==> src/design/assert_macros.svh <==
// Assertion macros shared by the stack controller and datapath.
// Depends on i_clk and i_rst_n being visible in the including module.
`ifndef ASSERT_MACROS_SVH
`define ASSERT_MACROS_SVH

// Checks that an expression holds at every clock edge outside reset.
`define ASSERT_ALWAYS(label, expr, msg) \
    label: assert property (@(posedge i_clk) disable iff (!i_rst_n) (expr)) \
        else $error(msg);

// Checks that the consequent holds in the same cycle as the antecedent.
`define ASSERT_IMPL(label, ante, cons, msg) \
    label: assert property (@(posedge i_clk) disable iff (!i_rst_n) (ante) |-> (cons)) \
        else $error(msg);

// Checks that the consequent holds in the cycle after the antecedent.
`define ASSERT_NEXT(label, ante, cons, msg) \
    label: assert property (@(posedge i_clk) disable iff (!i_rst_n) (ante) |=> (cons)) \
        else $error(msg);

`endif

==> src/design/lifo_pkg.sv <==
// Shared types and constants for the LIFO stack with reverse and delete-middle.
// No dependencies.
`default_nettype none

package lifo_pkg;

    localparam int DEPTH = 16;
    localparam int WIDTH = 32;
    localparam int IDX_W = $clog2(DEPTH);
    localparam int CNT_W = $clog2(DEPTH + 1);

    localparam int ACTION_W = 2;
    localparam int VALUE_W  = 32;
    localparam int ENTRY_W  = 5;
    localparam int STATUS_W = 2;

    typedef enum logic [ACTION_W-1:0] {
        ACT_PUSH    = 2'd0,
        ACT_POP     = 2'd1,
        ACT_REVERSE = 2'd2,
        ACT_DELMID  = 2'd3
    } t_action;

    typedef enum logic [STATUS_W-1:0] {
        ST_OK        = 2'd0,
        ST_UNDERFLOW = 2'd1,
        ST_OVERFLOW  = 2'd2
    } t_status;

    typedef enum logic [3:0] {
        S_IDLE,
        S_REV_CHK,
        S_REV_RHI,
        S_REV_WLO,
        S_REV_WHI,
        S_DEL_CHK,
        S_DEL_WR,
        S_TOP_RD,
        S_FIN
    } t_state;

    typedef struct packed {
        logic accept;
        logic rev_read_lo;
        logic rev_read_hi;
        logic rev_write_lo;
        logic rev_write_hi;
        logic del_read;
        logic del_write;
        logic del_drop;
        logic top_read;
        logic out_load;
    } t_cmd;

    typedef struct packed {
        logic count_zero;
        logic rev_more;
        logic del_more;
        logic out_free;
    } t_stat;

endpackage

`default_nettype wire

==> src/design/lifo_ram.sv <==
// Generic single-write, single-read RAM with registered read data.
// No dependencies.
`default_nettype none

module lifo_ram #(
    parameter int DATA_W = 32,
    parameter int DEPTH  = 16
) (
    input  wire logic                     i_clk,
    input  wire logic                     i_we,
    input  wire logic [$clog2(DEPTH)-1:0] i_waddr,
    input  wire logic [DATA_W-1:0]        i_wdata,
    input  wire logic                     i_re,
    input  wire logic [$clog2(DEPTH)-1:0] i_raddr,
    output logic      [DATA_W-1:0]        o_rdata
);

    logic [DATA_W-1:0] r_mem [DEPTH];

    always_ff @(posedge i_clk) begin
        if (i_we) begin
            r_mem[i_waddr] <= i_wdata;
        end
        if (i_re) begin
            o_rdata <= r_mem[i_raddr];
        end
    end

endmodule

`default_nettype wire

==> src/design/lifo_ctrl.sv <==
// Controller state machine for the LIFO stack.
// Depends on lifo_pkg and assert_macros.svh.
`default_nettype none

module lifo_ctrl (
    input  wire logic                         i_clk,
    input  wire logic                         i_rst_n,
    input  wire logic                         i_in_valid,
    input  wire logic [lifo_pkg::ACTION_W-1:0] i_action,
    output logic                              o_in_ready,
    input  wire lifo_pkg::t_stat              i_stat,
    output lifo_pkg::t_cmd                    o_cmd
);

    lifo_pkg::t_state r_state;
    lifo_pkg::t_state n_state;
    lifo_pkg::t_action action;
    logic accept;

    assign action = lifo_pkg::t_action'(i_action);
    assign o_in_ready = (r_state == lifo_pkg::S_IDLE);
    assign accept = i_in_valid && o_in_ready;

    always_ff @(posedge i_clk) begin
        if (!i_rst_n) begin
            r_state <= lifo_pkg::S_IDLE;
        end else begin
            r_state <= n_state;
        end
    end

    always_comb begin
        n_state = r_state;
        case (r_state)
            lifo_pkg::S_IDLE: begin
                if (accept) begin
                    case (action)
                        lifo_pkg::ACT_REVERSE: begin
                            n_state = i_stat.count_zero ? lifo_pkg::S_TOP_RD
                                                        : lifo_pkg::S_REV_CHK;
                        end
                        lifo_pkg::ACT_DELMID: begin
                            n_state = i_stat.count_zero ? lifo_pkg::S_TOP_RD
                                                        : lifo_pkg::S_DEL_CHK;
                        end
                        default: begin
                            n_state = lifo_pkg::S_TOP_RD;
                        end
                    endcase
                end
            end
            lifo_pkg::S_REV_CHK: begin
                n_state = i_stat.rev_more ? lifo_pkg::S_REV_RHI : lifo_pkg::S_TOP_RD;
            end
            lifo_pkg::S_REV_RHI: n_state = lifo_pkg::S_REV_WLO;
            lifo_pkg::S_REV_WLO: n_state = lifo_pkg::S_REV_WHI;
            lifo_pkg::S_REV_WHI: n_state = lifo_pkg::S_REV_CHK;
            lifo_pkg::S_DEL_CHK: begin
                n_state = i_stat.del_more ? lifo_pkg::S_DEL_WR : lifo_pkg::S_TOP_RD;
            end
            lifo_pkg::S_DEL_WR: n_state = lifo_pkg::S_DEL_CHK;
            lifo_pkg::S_TOP_RD: n_state = lifo_pkg::S_FIN;
            lifo_pkg::S_FIN: begin
                if (i_stat.out_free) begin
                    n_state = lifo_pkg::S_IDLE;
                end
            end
            default: n_state = lifo_pkg::S_IDLE;
        endcase
    end

    always_comb begin
        o_cmd = '0;
        case (r_state)
            lifo_pkg::S_IDLE:    o_cmd.accept = accept;
            lifo_pkg::S_REV_CHK: begin
                o_cmd.rev_read_lo = i_stat.rev_more;
            end
            lifo_pkg::S_REV_RHI: o_cmd.rev_read_hi = 1'b1;
            lifo_pkg::S_REV_WLO: o_cmd.rev_write_lo = 1'b1;
            lifo_pkg::S_REV_WHI: o_cmd.rev_write_hi = 1'b1;
            lifo_pkg::S_DEL_CHK: begin
                o_cmd.del_read = i_stat.del_more;
                o_cmd.del_drop = !i_stat.del_more;
            end
            lifo_pkg::S_DEL_WR:  o_cmd.del_write = 1'b1;
            lifo_pkg::S_TOP_RD:  o_cmd.top_read = 1'b1;
            lifo_pkg::S_FIN:     o_cmd.out_load = i_stat.out_free;
            default:             o_cmd = '0;
        endcase
    end

`include "assert_macros.svh"

    `ASSERT_NEXT(a_top_then_fin, r_state == lifo_pkg::S_TOP_RD, r_state == lifo_pkg::S_FIN, "top read must be followed by the finish state")
    `ASSERT_IMPL(a_walk_no_accept, r_state != lifo_pkg::S_IDLE, !o_cmd.accept, "no word may be accepted during a walk")

endmodule

`default_nettype wire

==> src/design/lifo_dp.sv <==
// Datapath for the LIFO stack: entry memory, count, walk pointers, result register.
// Depends on lifo_pkg, lifo_ram and assert_macros.svh.
`default_nettype none

module lifo_dp (
    input  wire logic                          i_clk,
    input  wire logic                          i_rst_n,
    input  wire lifo_pkg::t_cmd                i_cmd,
    output lifo_pkg::t_stat                    o_stat,
    input  wire logic [lifo_pkg::ACTION_W-1:0] i_action,
    input  wire logic [lifo_pkg::VALUE_W-1:0]  i_push_value,
    input  wire logic                          i_out_ready,
    output logic                               o_out_valid,
    output logic signed [lifo_pkg::VALUE_W-1:0] o_top_value,
    output logic [lifo_pkg::ENTRY_W-1:0]       o_entry_count,
    output logic                               o_is_empty,
    output logic [lifo_pkg::STATUS_W-1:0]      o_status
);

    logic [lifo_pkg::CNT_W-1:0] r_count, n_count;
    logic [lifo_pkg::IDX_W-1:0] r_lo, n_lo;
    logic [lifo_pkg::IDX_W-1:0] r_hi, n_hi;
    logic [lifo_pkg::IDX_W-1:0] r_idx, n_idx;
    logic [lifo_pkg::WIDTH-1:0] r_tmp, n_tmp;
    lifo_pkg::t_status          r_op_status, n_op_status;

    logic                               r_out_valid;
    logic signed [lifo_pkg::VALUE_W-1:0] r_top;
    logic [lifo_pkg::CNT_W-1:0]         r_count_out;
    lifo_pkg::t_status                  r_status_out;

    logic                       ram_we;
    logic [lifo_pkg::IDX_W-1:0] ram_waddr;
    logic [lifo_pkg::WIDTH-1:0] ram_wdata;
    logic                       ram_re;
    logic [lifo_pkg::IDX_W-1:0] ram_raddr;
    logic [lifo_pkg::WIDTH-1:0] ram_rdata;

    logic [lifo_pkg::CNT_W-1:0] top_pos;
    logic [lifo_pkg::CNT_W-1:0] del_pos;
    logic [lifo_pkg::CNT_W-1:0] idx_plus;
    logic                       full;
    lifo_pkg::t_action          action;

    assign action   = lifo_pkg::t_action'(i_action);
    assign top_pos  = r_count - lifo_pkg::CNT_W'(1);
    assign del_pos  = top_pos - (r_count >> 1);
    assign idx_plus = lifo_pkg::CNT_W'(r_idx) + lifo_pkg::CNT_W'(1);
    assign full     = (r_count == lifo_pkg::CNT_W'(lifo_pkg::DEPTH));

    assign o_stat.count_zero = (r_count == '0);
    assign o_stat.rev_more   = (r_lo < r_hi);
    assign o_stat.del_more   = (idx_plus < r_count);
    assign o_stat.out_free   = !r_out_valid || i_out_ready;

    always_comb begin
        ram_we    = 1'b0;
        ram_waddr = r_count[lifo_pkg::IDX_W-1:0];
        ram_wdata = i_push_value[lifo_pkg::WIDTH-1:0];
        if (i_cmd.accept && action == lifo_pkg::ACT_PUSH && !full) begin
            ram_we = 1'b1;
        end else if (i_cmd.rev_write_lo) begin
            ram_we    = 1'b1;
            ram_waddr = r_lo;
            ram_wdata = ram_rdata;
        end else if (i_cmd.rev_write_hi) begin
            ram_we    = 1'b1;
            ram_waddr = r_hi;
            ram_wdata = r_tmp;
        end else if (i_cmd.del_write) begin
            ram_we    = 1'b1;
            ram_waddr = r_idx;
            ram_wdata = ram_rdata;
        end
    end

    always_comb begin
        ram_re    = i_cmd.rev_read_lo || i_cmd.rev_read_hi || i_cmd.del_read
                    || i_cmd.top_read;
        ram_raddr = top_pos[lifo_pkg::IDX_W-1:0];
        if (i_cmd.rev_read_lo) begin
            ram_raddr = r_lo;
        end else if (i_cmd.rev_read_hi) begin
            ram_raddr = r_hi;
        end else if (i_cmd.del_read) begin
            ram_raddr = idx_plus[lifo_pkg::IDX_W-1:0];
        end
    end

    always_comb begin
        n_count     = r_count;
        n_lo        = r_lo;
        n_hi        = r_hi;
        n_idx       = r_idx;
        n_tmp       = r_tmp;
        n_op_status = r_op_status;
        if (i_cmd.accept) begin
            n_op_status = lifo_pkg::ST_OK;
            n_lo        = '0;
            n_hi        = top_pos[lifo_pkg::IDX_W-1:0];
            n_idx       = del_pos[lifo_pkg::IDX_W-1:0];
            case (action)
                lifo_pkg::ACT_PUSH: begin
                    if (full) begin
                        n_op_status = lifo_pkg::ST_OVERFLOW;
                    end else begin
                        n_count = r_count + lifo_pkg::CNT_W'(1);
                    end
                end
                lifo_pkg::ACT_POP: begin
                    if (r_count == '0) begin
                        n_op_status = lifo_pkg::ST_UNDERFLOW;
                    end else begin
                        n_count = top_pos;
                    end
                end
                default: begin
                end
            endcase
        end
        if (i_cmd.rev_read_hi) begin
            n_tmp = ram_rdata;
        end
        if (i_cmd.rev_write_hi) begin
            n_lo = r_lo + lifo_pkg::IDX_W'(1);
            n_hi = r_hi - lifo_pkg::IDX_W'(1);
        end
        if (i_cmd.del_write) begin
            n_idx = idx_plus[lifo_pkg::IDX_W-1:0];
        end
        if (i_cmd.del_drop) begin
            n_count = top_pos;
        end
    end

    always_ff @(posedge i_clk) begin
        if (!i_rst_n) begin
            r_count     <= '0;
            r_out_valid <= 1'b0;
        end else begin
            r_count <= n_count;
            if (i_cmd.out_load) begin
                r_out_valid <= 1'b1;
            end else if (i_out_ready) begin
                r_out_valid <= 1'b0;
            end
        end
    end

    always_ff @(posedge i_clk) begin
        r_lo        <= n_lo;
        r_hi        <= n_hi;
        r_idx       <= n_idx;
        r_tmp       <= n_tmp;
        r_op_status <= n_op_status;
        if (i_cmd.out_load) begin
            r_top        <= (r_count == '0) ? '0
                            : lifo_pkg::VALUE_W'(signed'(ram_rdata));
            r_count_out  <= r_count;
            r_status_out <= r_op_status;
        end
    end

    lifo_ram #(
        .DATA_W(lifo_pkg::WIDTH),
        .DEPTH (lifo_pkg::DEPTH)
    ) u_ram (
        .i_clk  (i_clk),
        .i_we   (ram_we),
        .i_waddr(ram_waddr),
        .i_wdata(ram_wdata),
        .i_re   (ram_re),
        .i_raddr(ram_raddr),
        .o_rdata(ram_rdata)
    );

    assign o_out_valid   = r_out_valid;
    assign o_top_value   = r_top;
    assign o_entry_count = lifo_pkg::ENTRY_W'(r_count_out);
    assign o_is_empty    = (r_count_out == '0);
    assign o_status      = r_status_out;

`include "assert_macros.svh"

    `ASSERT_ALWAYS(a_count_bound, r_count <= lifo_pkg::CNT_W'(lifo_pkg::DEPTH), "entry count exceeds depth")
    `ASSERT_IMPL(a_rev_order, i_cmd.rev_read_lo, r_lo < r_hi, "reverse walk read with crossed pointers")
    `ASSERT_IMPL(a_no_overwrite, i_cmd.out_load, !r_out_valid || i_out_ready, "result register overwritten before it was taken")
    `ASSERT_NEXT(a_drop_step, i_cmd.del_drop, r_count == $past(r_count) - lifo_pkg::CNT_W'(1), "delete did not remove exactly one entry")

endmodule

`default_nettype wire

==> src/design/lifo_stack_reverse_delete_middle.sv <==
// Top level of the LIFO stack with push, pop, reverse and delete-middle.
// Depends on lifo_pkg, lifo_ctrl and lifo_dp.
//
//   channel   direction   handshake                 payload
//   in        into block  i_in_valid / o_in_ready    i_action, i_push_value
//   out       from block  o_out_valid / i_out_ready  o_top_value, o_entry_count,
//                                                    o_is_empty, o_status
//
// Push and pop pass through a top read and a final step before the next acceptance,
// as do reverse and delete-middle on an empty stack. Otherwise reverse first swaps
// entry pairs from both ends inward and delete-middle first shifts the entries above
// the middle down, paced by the single read and single write port of the entry memory.
// Reset clears the count and the result valid flag; memory contents stay unknown.
// A waiting result holds the block in its final step; the next word is taken after it loads.
`default_nettype none

module lifo_stack_reverse_delete_middle (
    input  wire logic                           i_clk,
    input  wire logic                           i_rst_n,
    input  wire logic                           i_in_valid,
    output logic                                o_in_ready,
    input  wire logic [lifo_pkg::ACTION_W-1:0]  i_action,
    input  wire logic signed [lifo_pkg::VALUE_W-1:0] i_push_value,
    output logic                                o_out_valid,
    input  wire logic                           i_out_ready,
    output logic signed [lifo_pkg::VALUE_W-1:0] o_top_value,
    output logic [lifo_pkg::ENTRY_W-1:0]        o_entry_count,
    output logic                                o_is_empty,
    output logic [lifo_pkg::STATUS_W-1:0]       o_status
);

    lifo_pkg::t_cmd  cmd;
    lifo_pkg::t_stat stat;

    lifo_ctrl u_ctrl (
        .i_clk     (i_clk),
        .i_rst_n   (i_rst_n),
        .i_in_valid(i_in_valid),
        .i_action  (i_action),
        .o_in_ready(o_in_ready),
        .i_stat    (stat),
        .o_cmd     (cmd)
    );

    lifo_dp u_dp (
        .i_clk        (i_clk),
        .i_rst_n      (i_rst_n),
        .i_cmd        (cmd),
        .o_stat       (stat),
        .i_action     (i_action),
        .i_push_value (i_push_value),
        .i_out_ready  (i_out_ready),
        .o_out_valid  (o_out_valid),
        .o_top_value  (o_top_value),
        .o_entry_count(o_entry_count),
        .o_is_empty   (o_is_empty),
        .o_status     (o_status)
    );

endmodule

`default_nettype wire
==> config.mk <==
export PLATFORM = sky130hd
export DESIGN_NAME = lifo_stack_reverse_delete_middle
export DESIGN_NICKNAME = d
export VERILOG_FILES = /design/src/design/lifo_pkg.sv /design/src/design/lifo_ram.sv /design/src/design/lifo_ctrl.sv /design/src/design/lifo_dp.sv /design/src/design/lifo_stack_reverse_delete_middle.sv
export VERILOG_INCLUDE_DIRS = /design/src /design/src/design
export SDC_FILE = /design/constraint.sdc
export NUM_CORES = 1
export LEC_CHECK = 0
export BUFFER_PORTS_ARGS = -buffer_cell sky130_fd_sc_hd__buf_4
export CAP_MARGIN = 20
export CELL_PAD_IN_SITES_DETAIL_PLACEMENT = 0
export CELL_PAD_IN_SITES_GLOBAL_PLACEMENT = 1
export CORE_MARGIN = 3
export CORE_UTILIZATION = 30
export CTS_CLUSTER_DIAMETER = 120
export DETAILED_ROUTE_END_ITERATION = 10
export GPL_ROUTABILITY_DRIVEN = 0
export PLACE_DENSITY_LB_ADDON = 0.1
export REMOVE_ABC_BUFFERS = 1
export SYNTH_ARGS = -nofsm -noshare
export SYNTH_HDL_FRONTEND = slang
export SYNTH_SLANG_ARGS = --single-unit
==> constraint.sdc <==
create_clock -name i_clk -period 7.1 [get_ports i_clk]
set_clock_uncertainty 0.2 [all_clocks]
set_input_delay 1.42 -clock i_clk [delete_from_list [all_inputs] [get_ports i_clk]]
set_output_delay 1.42 -clock i_clk [all_outputs]
set_load 0.02 [all_outputs]
==> key figures, run 1 <==
Outcome
  • Outcome: complete, no violations

Detailed routing
  • WL/cell: 23.7 µm
  • DRT Wirelength: 73500 µm
  • # DRC: 0
  • Vias per std cell: 4.95
  • Via count: 15338
  • Antenna-violating nets left: 0
  • Drt first pass iters: 5
  • Initial DRC count: 1162

Cells and area
  • # diodes: 0
  • Area Overhead vs Synth: 16.8%
  • Area of the multi-input gates: 6090 µm²
  • Register area: 19100 µm²
  • Layout cell share with drive strength beyond 1: 12.7%
  • Filler Cells Inserted: 8223
  • Final #Nets: 1967

Timing
  • Fin Setup TNS: 0 ps
  • Relative max-transition margin: 29.1%
  • FMAX: 214 MHz
  • Max Slew Vio Count: 0
  • Worst slew pin tran: 1060 ps
  • Endpoints failing setup: 0
  • RSZ-0062 raised after global routing: no
  • Final hold vios: 0
  • Post-layout min period: 4680 ps
  • Final period utilization: 65.9%

Placement
  • IO Port Bufs: 79
  • Detailed Place HPWL: 37900 µm

Worst setup path
  • Reg-to-Reg Start: u_dp.r_idx[0]
  • Required @ worst endpoint: 7310 ps
  • Type of origin of the critical path: flop
  • R2R setup slack: 2420 ps
  • Crit path kind: flop to flop
  • CP Capture Type: flop
  • Crit path arrival time: 4890 ps
  • Critical path peak fanout: 122
  • FF-to-FF End: u_dp.u_ram.o_rdata[5]
  • Reg2Reg Depth: 13

Global routing
  • Number of antenna violations at the first check in global routing: 3
  • GRT Residual Overflow: 0
  • Vias in the first global route: 15454
  • First-pass GRT wire length: 108000 µm
  • GRT Overall Usage: 16.4%
  • Largest net degree at the start of global routing: 205

Power
  • LEAKAGE: 9.71 nW
  • Total power: 15.4 mW
  • VDD IR-drop max: 0.683 mV
  • Pwr dens: 516 nW/µm²

Clock network
  • Clock root cell: clkbuf_16
  • CTS Buffer Depth: 3
  • Postcts setup bufs: 0
  • Clock-pin transition on the worst setup and hold timing paths: 50 ps
  • Total CTS buffers: 75
  • Cts hold-fix bufs: 0
  • Later-pin clock latency in the skew report: 590 ps
  • H-tree depth: 3
  • Clock Sinks: 639
  • Post-CTS Resized: 0
  • CTS tree: yes

Hold path
  • HP Start: u_dp.r_op_status[0]
  • Hold Path Sink: u_dp.o_status[0]
  • Hold Path Depth: 0
  • Hold Path Class: flop to flop

Yosys
  • Post-synthesis cell type count: 57
  • Post-synthesis mux area share: 1.72%
  • Adder-Cell Fraction of Synth Area: 0.762%
  • Register area share after synthesis: 74.5%
  • Synthesized flop and latch total: 639
  • Cell Area, Synth: 25600 µm²
  • YS warnings: 0
  • Compound-Gate Fraction of Synth Area: 11.2%
  • Simple-Gate Fraction of Synth Area: 8.76%
  • Post-Synthesis Mean Instance Area: 14.0 µm²
  • XOR/XNOR Fraction of Synth Area: 0.513%
  • Number of synthesized flops with an enable pin: 629
  • Post-synthesis cell count: 1832
  • Main combinational cell family by area after synthesis: compound AO/OA/AOI/OAI gates
  • Post-synth ARST share: 0%
  • Most used DFF post-synth: edfxtp_1

Floorplan
  • Die Span Y: 298 µm
  • Die width: 298 µm
  • Core Box Area: 84100 µm²
  • # IOs: 80
  • Initial core utilization: 30.5%
  • Die outline area: 89000 µm²
  • Num rows: 106

Run
  • Max_cap viols: 0
## per-layer routing
| metal | vias up | wire length [µm] | track usage (%) |
|---|---|---|---|
| met1 | 7769 | 34700 | 23.1 |
| li1 | 7104 | - | - |
| met5 | - | 0 | 0 |
| met3 | 113 | 2840 | 2.40 |
| met2 | 352 | 34100 | 26.4 |
| met4 | 0 | 1820 | 4.52 |
## Yosys cell counts, types with 5 or more instances
cell type | count | area [µm²]
edfxtp_1 | 629 | 18900
xor2_1 | 5 | 43.8
mux2i_1 | 43 | 430
a21o_1 | 16 | 120
o311ai_1 | 13 | 114
buf_1 | 5 | 18.8
nand3_1 | 7 | 35.0
inv_1 | 21 | 78.8
buf_4 | 8 | 60.1
clkbuf_1 | 42 | 158
a21oi_1 | 192 | 961
a221oi_1 | 42 | 368
nor3_1 | 8 | 40.0
buf_2 | 54 | 270
nor2_1 | 109 | 409
o22ai_1 | 34 | 213
and2_1 | 5 | 31.3
o21ai_0 | 12 | 60.1
ha_1 | 14 | 175
a31oi_1 | 13 | 81.3
buf_6 | 5 | 56.3
or3_1 | 5 | 31.3
dfxtp_1 | 10 | 200
nand2_1 | 369 | 1390
a32oi_1 | 66 | 578
a22oi_1 | 12 | 90.1
nor2b_1 | 37 | 231
o21a_1 | 5 | 37.5
xnor2_1 | 10 | 87.6
## through the flow
step | instances | setup WS (ps) | instance area, µm² | util (%) | hold slack (ps)
after floorplan | 1718 | -1730 | 25100 | - | 200
after global placement | 2966 | 2420 | 27600 | 32.8 | 205
after detailed placement | 2967 | 2380 | 27600 | 32.8 | 208
after CTS | 3095 | 2350 | 29900 | 35.6 | 229
after global routing | 3099 | 2050 | 29900 | 35.6 | 239
final | 3099 | 2420 | 29900 | 35.6 | 227
## registers in the layout, summed over array words and instances, names as in the netlist
name                flops
u_ctrl.r_state          4
u_dp.o_entry_count      5
u_dp.o_out_valid        1
u_dp.o_status           2
u_dp.o_top_value       32
u_dp.r_count            5
u_dp.r_hi               4
u_dp.r_idx              4
u_dp.r_lo               4
u_dp.r_op_status        2
u_dp.r_tmp             32
u_dp.u_ram.o_rdata     32
u_dp.u_ram.r_mem      512
## worst max path at each step
stage                  startpoint                endpoint  slack, ps
CTS                 u_dp.r_idx[0]  u_dp.u_ram.o_rdata[27]       2350
floorplan           u_dp.r_idx[0]  u_dp.u_ram.o_rdata[11]      -1730
detailed placement  u_dp.r_idx[0]  u_dp.u_ram.o_rdata[27]       2380
finish              u_dp.r_idx[0]   u_dp.u_ram.o_rdata[5]       2420
global placement    u_dp.r_idx[0]  u_dp.u_ram.o_rdata[27]       2420
global route        u_dp.r_idx[0]  u_dp.u_ram.o_rdata[21]       2050
## cells in the final DEF, fill, tap and decap left out, types with 13 or more instances in the layout
cell       count
edfxtp_1     629
nand2_1      368
a21oi_1      191
buf_4        112
nor2_1        91
clkbuf_16     76
a32oi_1       66
mux2i_1       43
a221oi_1      42
nor2b_1       36
o22ai_1       34
inv_1         20
clkbuf_1      19
nor2_4        18
a21o_1        16
clkinv_1      16
ha_1          14
a31oi_1       13
o311ai_1      13
## power by group
part	total, mW	internal (mW)	leakage [nW]	switching, mW
combinational	6.19	1.81	2.83	4.39
clock	3.66	2.17	1.11	1.49
sequential	5.58	5.33	5.77	0.248
## area by class of cell
class	count	area share, %
Clock buffer	95	6.59
Timing Repair Buffer	119	3.24
Multi-Input combinational cell	1058	20.3
Inverter	21	0.268
Sequential cell	639	63.8
Tap cell	1134	4.74
Clock inverter	33	1.05
## logic make-up (layout without fill, tap and decap cells)
kind of cell               Yosys count  count (layout)
buffers and inverters              135             268
AOI/OAI and AO/OA                  434             434
adders and majority gates           15              15
xor gates and xnor gates            15              15
DFF                                639             639
and+or+nand+nor                    550             550
muxes                               44              44
## worst max-delay path, cell delays in order, from the launching register on
cell and delay (ps):
edfxtp_1 460, nand3_1 120, xnor2_1 370, ha_1 340, nor3_1 230, o21a_1 240
a211oi_1 80, a211oi_2 450, o21a_4 680, buf_12 480, a21oi_1 150, a221oi_1 300
a21oi_1 80, o311ai_1 120
(Power assumes the default switching activity.)
==> run 2: changes to the inputs <==
- ABC_AREA: unset -> 1
- clock period: 7.1 -> 4.25 ns (I/O delays scaled with it)
==> key figures, run 2 <==
Clock network
  • Post-CTS Resized: 0 (unchanged)
  • Later-pin clock latency in the skew report: 620 ps (+30 ps)
  • Clock root cell: clkbuf_16
  • CTS Buffer Depth: 3 (unchanged)
  • Clock Sinks: 639 (unchanged)
  • Total CTS buffers: 78 (+4.0%)
  • H-tree depth: 3 (unchanged)
  • Cts hold-fix bufs: 0 (unchanged)
  • CTS tree: yes
  • Clock-pin transition on the worst setup and hold timing paths: 60 ps (about the same)
  • Postcts setup bufs: 0 (unchanged)

Cells and area
  • Most frequent cells in the layout: edfxtp_1 (629), nand3_1 (587), nand2_1 (474)
  • Top reg by flops: u_dp.u_ram.r_mem
  • Max reg flops: 512 (unchanged)
  • Most common cell after layout, fill and taps aside: edfxtp_1
  • Area Overhead vs Synth: 18.6%
  • # diodes: 0 (unchanged)
  • Final #Nets: 2759 (+40%)
  • Layout cell share with drive strength beyond 1: 11.9% (-0.78 points)

Outcome
  • Outcome: complete, no violations

Detailed routing
  • Initial DRC count: 1271 (+9.4%)
  • Antenna-violating nets left: 0 (unchanged)
  • # DRC: 0 (unchanged)
  • Vias per std cell: 4.77 (-3.7%)
  • Drt first pass iters: 5 (unchanged)
  • WL/cell: 22.5 µm (-5.2%)
  • DRT Wirelength: 90100 µm (+23%)
  • Via count: 19089 (+24%)

Yosys
  • Synthesized flop and latch total: 639 (unchanged)
  • Main combinational cell family by area after synthesis: simple AND/OR/NAND/NOR gates
  • Synth top cells by count: edfxtp_1 (629), nand3_1 (587), nand2_1 (474), inv_1 (411), nor2_1 (109)
  • Post-synthesis cell type count: 41 (-28%)
  • Post-synthesis mux area share: 0.0357% (-1.7 points)
  • Post-Synthesis Mean Instance Area: 10.8 µm² (-23%)
  • Number of synthesized flops with an enable pin: 629 (unchanged)
  • Post-synth ARST share: 0% (unchanged)
  • Area leader, netlist: edfxtp_1
  • Post-synth top area share: 67.3% (-6.4 points)
  • XOR/XNOR Fraction of Synth Area: 0.343% (-0.17 points)
  • Register area share after synthesis: 68.0% (-6.5 points)
  • Most frequent cell after synthesis: edfxtp_1
  • Simple-Gate Fraction of Synth Area: 21.0% (+12 points)
  • YS warnings: 0 (unchanged)
  • Synth area leaders: edfxtp_1 (67%), nand3_1 (10%), nand2_1 (6.3%)
  • Most used DFF post-synth: edfxtp_1
  • Cell Area, Synth: 28100 µm² (+9.5%)
  • Compound-Gate Fraction of Synth Area: 1.82% (-9.4 points)
  • Adder-Cell Fraction of Synth Area: 0.696% (-0.066 points)
  • Post-synthesis cell count: 2593 (+42%)

Timing
  • Relative max-transition margin: 32.7% (+3.6 points)
  • Max Slew Vio Count: 0 (unchanged)
  • RSZ-0062 raised after global routing: no
  • Final period utilization: 87.9% (+22 points)
  • Final hold vios: 0 (unchanged)
  • Fin Setup TNS: 0 ps (unchanged)
  • Post-layout min period: 3740 ps (-944 ps)
  • Endpoints failing setup: 0 (unchanged)
  • WHS: 257 ps (+30.1 ps)
  • FMAX: 268 MHz (+25%)
  • Worst slew pin tran: 1010 ps (-57.4 ps)

Global routing
  • GRT Overall Usage: 18.3% (+1.9 points)
  • Number of antenna violations at the first check in global routing: 1 (-2)
  • Vias in the first global route: 18746 (+21%)
  • Largest net degree at the start of global routing: 119 (-42%)
  • First-pass GRT wire length: 131000 µm (+22%)
  • GRT Residual Overflow: 0 (unchanged)

Placement
  • Detailed Place HPWL: 47000 µm (+24%)
  • IO Port Bufs: 79 (unchanged)

Power
  • LEAKAGE: 13.4 nW (+38%)
  • VDD IR-drop max: 0.747 mV (+9.4%)
  • Pwr dens: 906 nW/µm² (+76%)

Worst setup path
  • Type of origin of the critical path: flop
  • Crit path arrival time: 3910 ps (-980 ps)
  • CP Capture Type: flop
  • Required @ worst endpoint: 4430 ps (-2880 ps)
  • Crit path kind: flop to flop
  • R2R setup slack: 510 ps (-1910 ps)
  • Critical path peak fanout: 113 (-7.4%)

Run
  • Max_cap viols: 0 (unchanged)

Floorplan
  • Die Span Y: 312 µm (+4.5%)
  • Core Box Area: 92200 µm² (+9.7%)
  • Die width: 312 µm (+4.5%)
  • # IOs: 80 (unchanged)
  • Die outline area: 97200 µm² (+9.3%)
  • Num rows: 111 (+4.7%)
  • Initial core utilization: 30.4% (-0.048 points)

Hold path
  • Hold Path Class: flop to flop
## run 2: changes by cell type after synthesis, moves of 37 or more
cell      change
a21oi_1     -179
a221oi_1     -42
a32oi_1      -66
inv_1       +390
mux2i_1      -42
nand2_1     +105
nand3_1     +580
nand3b_1     +80
nor2b_1      -37
## run 2: critical path, stage by stage (launching register included)
cell,delay [ps]
edfxtp_1,450
nand3_1,140
xor2_1,310
ha_1,300
nand2_1,80
inv_1,60
a21oi_2,290
nand3_4,160
nand2_1,90
nand3_1,190
nand2_8,170
buf_12,430
nand3_1,140
nand3_1,130
nand3_1,80
nand3_1,130
nand2_1,60
## run 2: cell type report
class,instances,area (µm²)
multi-input combinational,1388,6940
fill,9108,58900
timing repair buffer,180,1710
sequential,639,19100
tap,1243,1560
clock inverter,43,307
inverter,419,1570
clock buffer,94,2110
## run 2: logic make-up after synthesis
logic type	count (synthesis)
adders and majority gates	15
muxes	1
xor gates and xnor gates	11
buffers and inverters	566
AOI/OAI and AO/OA	86
DFF	639
and+or+nand+nor	1275
## run 2: where the power goes
| group | internal, mW | switching (mW) |
|---|---|---|
| sequential | 8.99 | 0.354 |
| clock | 3.70 | 2.67 |
| combinational | 4.07 | 10.4 |
| total | 16.8 | 13.4 |
## run 2: path summary, 6_finish.rpt
check / start / to / depth (start not counted)
setup / recovery: u_dp.r_idx[1] / u_dp.u_ram.o_rdata[16] / 16
hold / removal: u_dp.r_op_status[1] / u_dp.o_status[1] / 0
hold reg to reg: u_dp.r_op_status[1] / u_dp.o_status[1] / 0
setup reg to reg: u_dp.r_idx[1] / u_dp.u_ram.o_rdata[16] / 16
## run 2: metal layers
| metal | global-route usage (%) | part of all wire (%) | routed length, µm | vias up |
|---|---|---|---|---|
| li1 | - | - | - | 9012 |
| met1 | 25.8 | 47 | 42800 | 9561 |
| met2 | 29.9 | 47 | 41900 | 409 |
| met3 | 2.63 | 4.2 | 3810 | 107 |
| met4 | 4.15 | 1.7 | 1570 | 0 |
| met5 | 0 | 0 | 0 | - |
## run 2: per-stage QoR
stage | cells | power [mW] | area, µm² | utilization [%] | worst slack (ps)
6_report | 4006 | 30.1 | 33300 | 36.1 | 514
5_1_grt | 4006 | 32.3 | 33300 | 36.1 | 195
2_1_floorplan | 2446 | 16.8 | 27400 | - | -3840
4_1_cts | 4005 | 30.7 | 33300 | 36.1 | 493
3_3_place_gp | 3868 | 24.2 | 30900 | 33.5 | 541
3_5_place_dp | 3868 | 24.2 | 30900 | 33.5 | 508
==> run 3: changes to the inputs <==
- ABC_AREA: 1 -> unset
- GPL_ROUTABILITY_DRIVEN: 0 -> unset
==> key figures, run 3 (synthesis gave the netlist of run 1 again) <==
Power
  • Pwr dens: 867 nW/µm² (-4.3%)
  • LEAKAGE: 10.1 nW (-25%)
  • VDD IR-drop max: 0.466 mV (-38%)
  • Total power: 26.6 mW (-12%)

Timing
  • Fin Setup TNS: 0 ps (unchanged)
  • RSZ-0062 raised after global routing: no
  • FMAX: 253 MHz (-5.6%)
  • Final period utilization: 93.1% (+5.2 points)
  • Relative max-transition margin: 42.3% (+9.6 points)
  • Final hold vios: 0 (unchanged)
  • Max Slew Vio Count: 0 (unchanged)
  • Post-layout min period: 3960 ps (+221 ps)
  • Worst slew pin tran: 862 ps (-144 ps)
  • Endpoints failing setup: 0 (unchanged)

Detailed routing
  • # DRC: 0 (unchanged)
  • Initial DRC count: 1033 (-19%)
  • Drt first pass iters: 5 (unchanged)
  • Via count: 15567 (-18%)
  • WL/cell: 23.0 µm (+2.2%)
  • DRT Wirelength: 72600 µm (-19%)
  • Vias per std cell: 4.93 (+3.4%)
  • Antenna-violating nets left: 0 (unchanged)

Cells and area
  • Area of the multi-input gates: 6090 µm² (-12%)
  • Filler Cells Inserted: 8141 (-11%)
  • Top reg by flops: u_dp.u_ram.r_mem
  • Most common cell after layout, fill and taps aside: edfxtp_1
  • Layout cell share with drive strength beyond 1: 15.3% (+3.3 points)
  • Final #Nets: 2025 (-27%)
  • # diodes: 0 (unchanged)
  • Register area: 19100 µm² (unchanged)
  • Area Overhead vs Synth: 19.7%
  • Most frequent cells in the layout: edfxtp_1 (629), nand2_1 (368), a21oi_1 (191)
  • Max reg flops: 512 (unchanged)
  • Post-layout instance area: 30700 µm² (-7.9%)

Clock network
  • Post-CTS Resized: 0 (unchanged)
  • CTS tree: yes
  • H-tree depth: 3 (unchanged)
  • Clock-pin transition on the worst setup and hold timing paths: 60 ps (about the same)
  • Later-pin clock latency in the skew report: 620 ps (about the same)
  • Cts hold-fix bufs: 0 (unchanged)
  • Clock Sinks: 639 (unchanged)
  • Postcts setup bufs: 0 (unchanged)
  • CTS Buffer Depth: 3 (unchanged)
  • Clock root cell: clkbuf_16
  • Total CTS buffers: 74 (-5.1%)

Worst setup path
  • CP Capture Type: flop
  • Type of origin of the critical path: flop
  • Crit path arrival time: 3980 ps (+70 ps)
  • Required @ worst endpoint: 4270 ps (-160 ps)
  • Crit path kind: flop to flop
  • Critical path peak fanout: 32 (-72%)

Floorplan
  • Initial core utilization: 30.5% (+0.048 points)
  • Die Span Y: 298 µm (-4.3%)
  • Num rows: 106 (-4.5%)
  • Core Box Area: 84100 µm² (-8.8%)
  • # IOs: 80 (unchanged)
  • Die width: 298 µm (-4.3%)
  • Die outline area: 89000 µm² (-8.5%)

Global routing
  • Number of antenna violations at the first check in global routing: 0 (-1)
  • GRT Residual Overflow: 0 (unchanged)
  • Largest net degree at the start of global routing: 72 (-39%)
  • First-pass GRT wire length: 108000 µm (-18%)
  • GRT Overall Usage: 16.2% (-2.1 points)
  • Vias in the first global route: 15889 (-15%)

Run
  • Max_cap viols: 0 (unchanged)

Hold path
  • Hold Path Class: flop to flop

Outcome
  • Outcome: complete, no violations

Placement
  • IO Port Bufs: 79 (unchanged)
  • Detailed Place HPWL: 40600 µm (-14%)
  • Placed inst area: 28400 µm² (-8.0%)
  • Final GP Congestion: 0.748
[run 3: critical path, cell delays in order, from the launching register on]
cell      delay, ps
dfxtp_1         610
nor2b_1         530
nand2_1         230
nand2_1         120
nand2_1         130
a221oi_1        590
nand2_1         390
nor2_4          160
buf_4           570
[run 3: final cells by class]
| type | instances | share of cell area (%) |
|---|---|---|
| clock buffers | 106 | 6.64 |
| well taps | 1134 | 4.63 |
| clock inverters | 24 | 0.767 |
| inverters | 21 | 0.257 |
| flip-flops and latches | 639 | 62.2 |
| multi-input cells | 1058 | 19.8 |
| repair buffers | 178 | 5.62 |
[run 3: final timing paths]
kind	startpoint	end	slack, ps	depth (start not counted)
max	u_ctrl.r_state[0]	u_dp.u_ram.r_mem[1][11]	290	8
min	u_dp.r_op_status[0]	u_dp.o_status[0]	220	0
max reg2reg	u_ctrl.r_state[0]	u_dp.u_ram.r_mem[1][11]	290	8
min reg2reg	u_dp.r_op_status[0]	u_dp.o_status[0]	220	0
[run 3: stage by stage]
step | utilization, % | instances | hold slack, ps | setup slack (ps)
2_1_floorplan | - | 1718 | 200 | -4580
3_3_place_gp | 33.8 | 3030 | 210 | 362
3_5_place_dp | 33.8 | 3030 | 211 | 377
4_1_cts | 36.5 | 3160 | 226 | 331
5_1_grt | 36.5 | 3160 | 238 | 33.0
6_report | 36.5 | 3160 | 224 | 293
[run 3: metal layers]
| metal | global-route usage, % | vias up | share of wire (%) |
|---|---|---|---|
| li1 | - | 7237 | - |
| met1 | 22.8 | 7906 | 47 |
| met2 | 26.2 | 330 | 47 |
| met3 | 2.48 | 94 | 4.2 |
| met4 | 4.41 | 0 | 2.0 |
| met5 | 0 | - | 0 |
[run 3: where the power goes]
part           internal [mW]  switching (mW)
clock network           3.52            2.52
registers               8.88           0.455
logic                   3.75            7.46
